File: src/rtl/dma_request_ring_queue_macros.svh
// assertion macros for the dma request ring queue
`ifndef DMA_REQUEST_RING_QUEUE_MACROS_SVH
`define DMA_REQUEST_RING_QUEUE_MACROS_SVH
`ifndef SYNTHESIS
`define DRQ_ASSERT_IMPL(label, clk, rst_n, a, c) \
  label: assert property (@(posedge clk) disable iff (!rst_n) (a) |-> (c)) else $error("drq check failed");
`define DRQ_ASSERT_NEXT(label, clk, rst_n, a, c) \
  label: assert property (@(posedge clk) disable iff (!rst_n) (a) |=> (c)) else $error("drq check failed");
`else
`define DRQ_ASSERT_IMPL(label, clk, rst_n, a, c)
`define DRQ_ASSERT_NEXT(label, clk, rst_n, a, c)
`endif
`endif

File: src/rtl/drq_pkg.sv
// package: shared types and constants of the dma request ring queue
`default_nettype none
package drq_pkg;
  localparam int QueueDepth = 64;
  localparam int SlotW = 6;
  localparam logic [15:0] BudgetReset = 16'd40960;
  localparam logic [7:0] LineReset = 8'd224;

  localparam logic [2:0] ReqCopy = 3'd0;
  localparam logic [2:0] ReqFill = 3'd1;
  localparam logic [2:0] ReqDrain = 3'd2;
  localparam logic [2:0] ReqCheck = 3'd3;
  localparam logic [2:0] ReqAllEmpty = 3'd4;
  localparam logic [2:0] ReqClear = 3'd5;

  localparam logic [1:0] OpCopy32 = 2'd0;
  localparam logic [1:0] OpFill32 = 2'd1;
  localparam logic [1:0] OpCopy16 = 2'd2;
  localparam logic [1:0] OpFill16 = 2'd3;

  localparam logic [0:0] RegBudget = 1'd0;
  localparam logic [0:0] RegLine = 1'd1;

  // descriptor held by one cell
  typedef struct packed {
    logic [31:0] src;
    logic [31:0] dest;
    logic [15:0] size;
    logic [1:0] op;
    logic [31:0] value;
  } desc_t;

  // ring control broadcast to every cell
  typedef struct packed {
    logic rotate;
    logic load_head;
    logic free_head;
    logic clear;
    logic fill;
  } ring_ctl_t;

  typedef struct packed {
    logic [5:0] slot_number;
    logic enqueue_failed;
    logic busy_res;
    logic issued;
    logic [31:0] out_src;
    logic [31:0] out_dest;
    logic [15:0] out_size;
    logic [1:0] out_op;
    logic [31:0] out_value;
    logic last;
  } res_t;

  typedef struct packed {
    logic [2:0] req_type;
    logic [31:0] src_addr;
    logic [31:0] dest_addr;
    logic [15:0] xfer_size;
    logic wide_unit;
    logic [31:0] fill_value;
    logic [5:0] slot_index;
    logic [7:0] scan_line;
  } req_t;
endpackage
`default_nettype wire

File: src/rtl/drq_cell.sv
// one descriptor slot cell of the rotating ring
`default_nettype none
module drq_cell (
  input  wire logic              clk,
  input  wire drq_pkg::ring_ctl_t ctl,
  input  wire logic              is_head,
  input  wire drq_pkg::desc_t    prev_desc,
  input  wire drq_pkg::desc_t    load_desc,
  output drq_pkg::desc_t         desc
);
  drq_pkg::desc_t desc_r, desc_nxt;

  // rotate, load, free or clear
  always_comb begin
    desc_nxt = desc_r;
    if (ctl.clear) begin
      desc_nxt.src = '0;
      desc_nxt.dest = '0;
      desc_nxt.size = '0;
    end else if (ctl.rotate) begin
      desc_nxt = prev_desc;
    end else if (is_head && ctl.load_head) begin
      desc_nxt.dest = load_desc.dest;
      desc_nxt.size = load_desc.size;
      desc_nxt.op = load_desc.op;
      if (ctl.fill) desc_nxt.value = load_desc.value;
      else desc_nxt.src = load_desc.src;
    end else if (is_head && ctl.free_head) begin
      desc_nxt = '0;
    end
  end

  // payload storage; src, dest and size cleared at reset by the ring's sweep-free clear
  always_ff @(posedge clk) begin
    desc_r <= desc_nxt;
  end

  assign desc = desc_r;
endmodule
`default_nettype wire

File: config.mk
export PLATFORM = sky130hd
export DESIGN_NAME = drq_cell
export DESIGN_NICKNAME = d
export VERILOG_FILES = /design/src/rtl/dma_request_ring_queue_macros.svh /design/src/rtl/drq_pkg.sv /design/src/rtl/drq_cell.sv
export SDC_FILE = /design/constraint.sdc
export NUM_CORES = 1
export LEC_CHECK = 0
export BUFFER_PORTS_ARGS = -buffer_cell sky130_fd_sc_hd__buf_4
export CAP_MARGIN = 10
export CORE_AREA = 2 2 137 139
export DETAILED_ROUTE_END_ITERATION = 8
export DIE_AREA = 0 0 139 141
export PLACE_DENSITY = 0.69
export SLEW_MARGIN = 15
export SYNTH_ARGS = -nofsm -noshare
export SYNTH_HDL_FRONTEND = slang
export SYNTH_SLANG_ARGS = --single-unit
File: constraint.sdc
create_clock -name clk -period 5 [get_ports clk]
set_clock_uncertainty 0.15 [all_clocks]
set_input_delay 0.25 -clock clk [delete_from_list [all_inputs] [get_ports clk]]
set_output_delay 0.25 -clock clk [all_outputs]
set_load 0.01 [all_outputs]
Yosys cells after proc, flatten, opt, wreduce, memory -nomap -nowiden:

Cells that the tools add are included.
W data, S select, Z words.

* flip-flop bits (word level): 114
* latch bits: 0
* memory bits (writable): 0
* bits in read-only memories: 0
* bits of input ports: 235
* output and inout bits: 114
* memories kept: 0

* add/sub/neg operators: 0
* $mul: 0
* div/mod/pow operators: 0
* magnitude comparators: 0
* equality and inequality tests: 2
* shift operators: 0
* muxes and demuxes: 5
* bitwise operators: 1
* reductions and logical operators: 6

Operator list (number)
* $mux W114: 3
* $mux W32: 2
* $ne A3 B3 Y1 const B: 2
* $reduce_and A2 Y1: 2
* $reduce_and A3 Y1: 1
* $reduce_bool A3 Y1: 1
* $logic_and A1 B1 Y1: 2
* $not A1 Y1: 1

Logic depth before layout (Yosys ltp):

* depth in word-level cells: 4
* depth in mapped cells: 6
* mapped depth without buffers: 3

Least setup slack after synthesis:

Ideal clock, no wire load.

* path kind: input -> register
* from: input ctl[4] (netlist bit)
* to: register desc_r (netlist bit desc[0]) (enable)
* library setup time: 0.461 ns
* arrival: 3.137 ns
* slack: 1.252 ns
* stages on the path: 5
* cells stage by stage: buf_2 > buf_2 > clkbuf_1 > nor2_1 > nor3_1

* word-level cells in the longest chain between the ends: 2

Ends and longest elaborated chain
* start: declaration: line drq_cell.sv:5 `input wire drq_pkg::ring_ctl_t ctl,`
* $ne A3 B3 Y1 (no line) or $reduce_bool A3 Y1 (tied branches)
* $reduce_and A3 Y1 (no line) (*)
* end signal: assignment: line drq_cell.sv:35 `desc_r <= desc_nxt;`
* end: declaration: line drq_cell.sv:11 `drq_pkg::desc_t desc_r, desc_nxt;`

Mark *: on every way between the ends. The rest lies on a longest branch, timed or not.
A chain may end at the register's enable or synchronous reset.

Worst setup path in the final report:

* from: input ctl[4] (netlist bit)
* to: register desc_r (netlist bit desc[43])

* word-level cells in the longest chain between the ends: 1

Ends and longest elaborated chain
* $reduce_bool A3 Y1 (no line) or $mux W114 (tied branches)

Several ways; a longest one is shown, not always the timed one.

==> metrics.txt <==
first-pass iteration count of the detailed router 4; htree depth 4; crit end category flip-flop; Final Hold Viols 0; detailed-route DRC error count 0; sequential share of the synthesized area 48.89%; WL/cell 16.23 um; HP Class in -> reg; Fmax around 380 MHz; run status complete, no violations; DP Worst Slack 2167 ps; Max-Slew Margin vs Limit 27.28%; postcts setup bufs 0; clock tree buffer depth 2; Core ar. 0.01827 mm2; Leak 4.040 nW; Net Switching 0.0006609 W; Final Cycle Share 52.06%; GRT overflow 0; clock buffer count from CTS 17; CTS Root Buffer Type clkbuf_16; Post-Syn Instances 521; post-DP HPWL 12.34 mm; WL final 18.75 mm; CP Data Required Time between 5000 and 6000 ps; gpl congestion 0.8060; global-route wire length before repair 28.53 mm; Seq cells post-synth 114; die height 141 um; CTS tree yes; full die area 0.01960 mm2; Worst Setup Slack, final 2397 ps; fin. max-slew vios 0; Final TNS setup 0 ps; Area Overhead vs Synth 74.78%; Synth Area per Inst a little over 10 um2; crit path max fanout 115; switching part of the total 23.59%; largest net degree at the start of global routing about 120; Tmin final roughly 2600 ps; final setup fails 0; io pins 349; clock-pin slew on the worst setup and hold paths 50 ps; DR vias/cell 4.904; Antenna Cells 0; Comb power frac 18.9%; VDD IR max 202.7 uV; DRT antenna net count 0; detailed-route via count 5,664; startpoint types input port; Worst Tran Pin Value ~1100 ps; initial antenna violation count 0; # rows 50; Cell Int Power 0.002140 W; Nets 1,143; Initial Util between 20% and 30%; clk sinks approximately 110; Die W 139 um; Flop pwr share approximately 38%; Max-Cap Viols 0; critical path class in -> reg; DR iter-0 viols 334; number of global-route vias before repair 5,453; Post-Synthesis Cell Area 0.005364 mm2; Synth Net Count 756; Synth Warn # 0; worst-skew pair later-pin latency 390 ps; unrepaired setup endpoints after global routing false; Netlist cell types 23; GRT Overall Usage between 10% and 20%; Critical Path AT 2780 ps; Pwr per Cell Area 298.8 mW/mm2; IO Port Bufs 348; max reg flops between 100 and 150; layout cells sized above 1 45.39%; Clock Power Share 43.5%
## area by class of cell
cell class / instances / area (um2)
Fill cell: 1686 / 8892
Tap cell: 234 / 292.8
Multi-Input combinational cell: 347 / 2457
Clock inverter: 9 / 102.6
Timing Repair Buffer: 428 / 3401
Clock buffer: 23 / 499.2
Sequential cell: 114 / 2623
## repair_timing
item                                    4_1_cts  5_1_grt
hold buffers                                 75        0
resized for setup                             0        0
hold endpoints to repair                     52        0
endpoints found under the setup margin        0        0
## critical path: stages
cell and delay, ps:
buf_4 590, buf_4 840, a22oi_1 220, dlygate4sd3_1 620, a21oi_1 130
## cells in the mapped netlist
library cell | count | area (um2)
buf_4 | 6 | 45.04
a22oi_1 | 48 | 360.4
mux2_1 | 1 | 11.26
and3b_1 | 1 | 8.760
a21oi_1 | 80 | 400.4
nor2_1 | 2 | 7.510
o21a_1 | 1 | 7.510
clkbuf_2 | 1 | 5.000
o21ai_1 | 1 | 5.000
buf_1 | 1 | 3.750
a21oi_4 | 1 | 16.27
nand3b_1 | 48 | 360.4
buf_2 | 18 | 90.09
a22o_1 | 34 | 297.8
buf_6 | 4 | 45.04
dfxtp_1 | 80 | 1602
mux2_2 | 31 | 349.1
clkbuf_1 | 30 | 112.6
nor2b_1 | 33 | 206.5
nand2_1 | 33 | 123.9
nor3_1 | 1 | 5.000
nand4b_1 | 32 | 280.3
edfxtp_1 | 34 | 1021
## cell families after synthesis
logic type / Yosys count / synth area share [%]
compound gates: 165 / 20.27
simple gates: 150 / 18.50
flops: 114 / 48.89
buf+inv: 60 / 5.621
mux: 32 / 6.718
## power by group through the flow
| stage | clock [W] | combinational, W | sequential [W] |
|---|---|---|---|
| floorplan | 0 | 0.000170 | 0.00110 |
| finish | 0.00122 | 0.000530 | 0.00105 |
| global route | 0.00129 | 0.000571 | 0.00106 |
| detailed placement | 0 | 0.000479 | 0.00107 |
| global placement | 0 | 0.000476 | 0.00107 |
| CTS | 0.00125 | 0.000531 | 0.00105 |
## placed cells by master (no fill, tap or decap), types with 2 or more instances in the layout
cell / synthesis / routed
nand4b_1: 32 / 32
nor2b_1: 33 / 33
a22o_1: 34 / 34
edfxtp_1: 34 / 34
nand2_1: 33 / 33
clkbuf_16: 0 / 18
nand3b_1: 48 / 48
clkbuf_1: 30 / 2
mux2_2: 31 / 31
buf_4: 6 / 353
nor2_1: 2 / 2
dfxtp_1: 80 / 80
clkbuf_8: 0 / 3
clkinv_2: 0 / 4
bufinv_16: 0 / 2
a22oi_1: 48 / 48
a21oi_1: 80 / 80
dlygate4sd3_1: 0 / 75
## per-layer routing
layer / GRT usage [%] / vias up / part of all wire [%]
li1: - / 2729 / -
met1: 21.70 / 2665 / 41
met2: 30.90 / 245 / 50
met3: 5.503 / 25 / 7.5
met4: 6.007 / 0 / 2.0
met5: 0 / - / 0
## stage by stage
stage,cells,area [um2],hold WS (ps),power [W],utilization [%]
4_1_cts,1155,9375,0.3213,0.002834,51.32
3_3_place_gp,1048,8023,322.3,0.001545,43.92
5_1_grt,1155,9375,2.400,0.002918,51.32
6_report,1155,9375,15.72,0.002801,51.32
2_1_floorplan,521,5364,301.8,0.001272,-
3_5_place_dp,1048,8023,325.1,0.001550,43.92
## path summary, 6_finish.rpt
kind                       from  cells past startpoint  endpoint  slack, ps
setup / recovery         ctl[4]                      5  desc[43]       2400
hold / removal    load_desc[52]                      3  desc[52]         20
setup reg to reg       desc[93]                      2  desc[93]       4020
hold reg to reg        desc[63]                      2  desc[63]        340
Power figures use the tool's default switching activity.
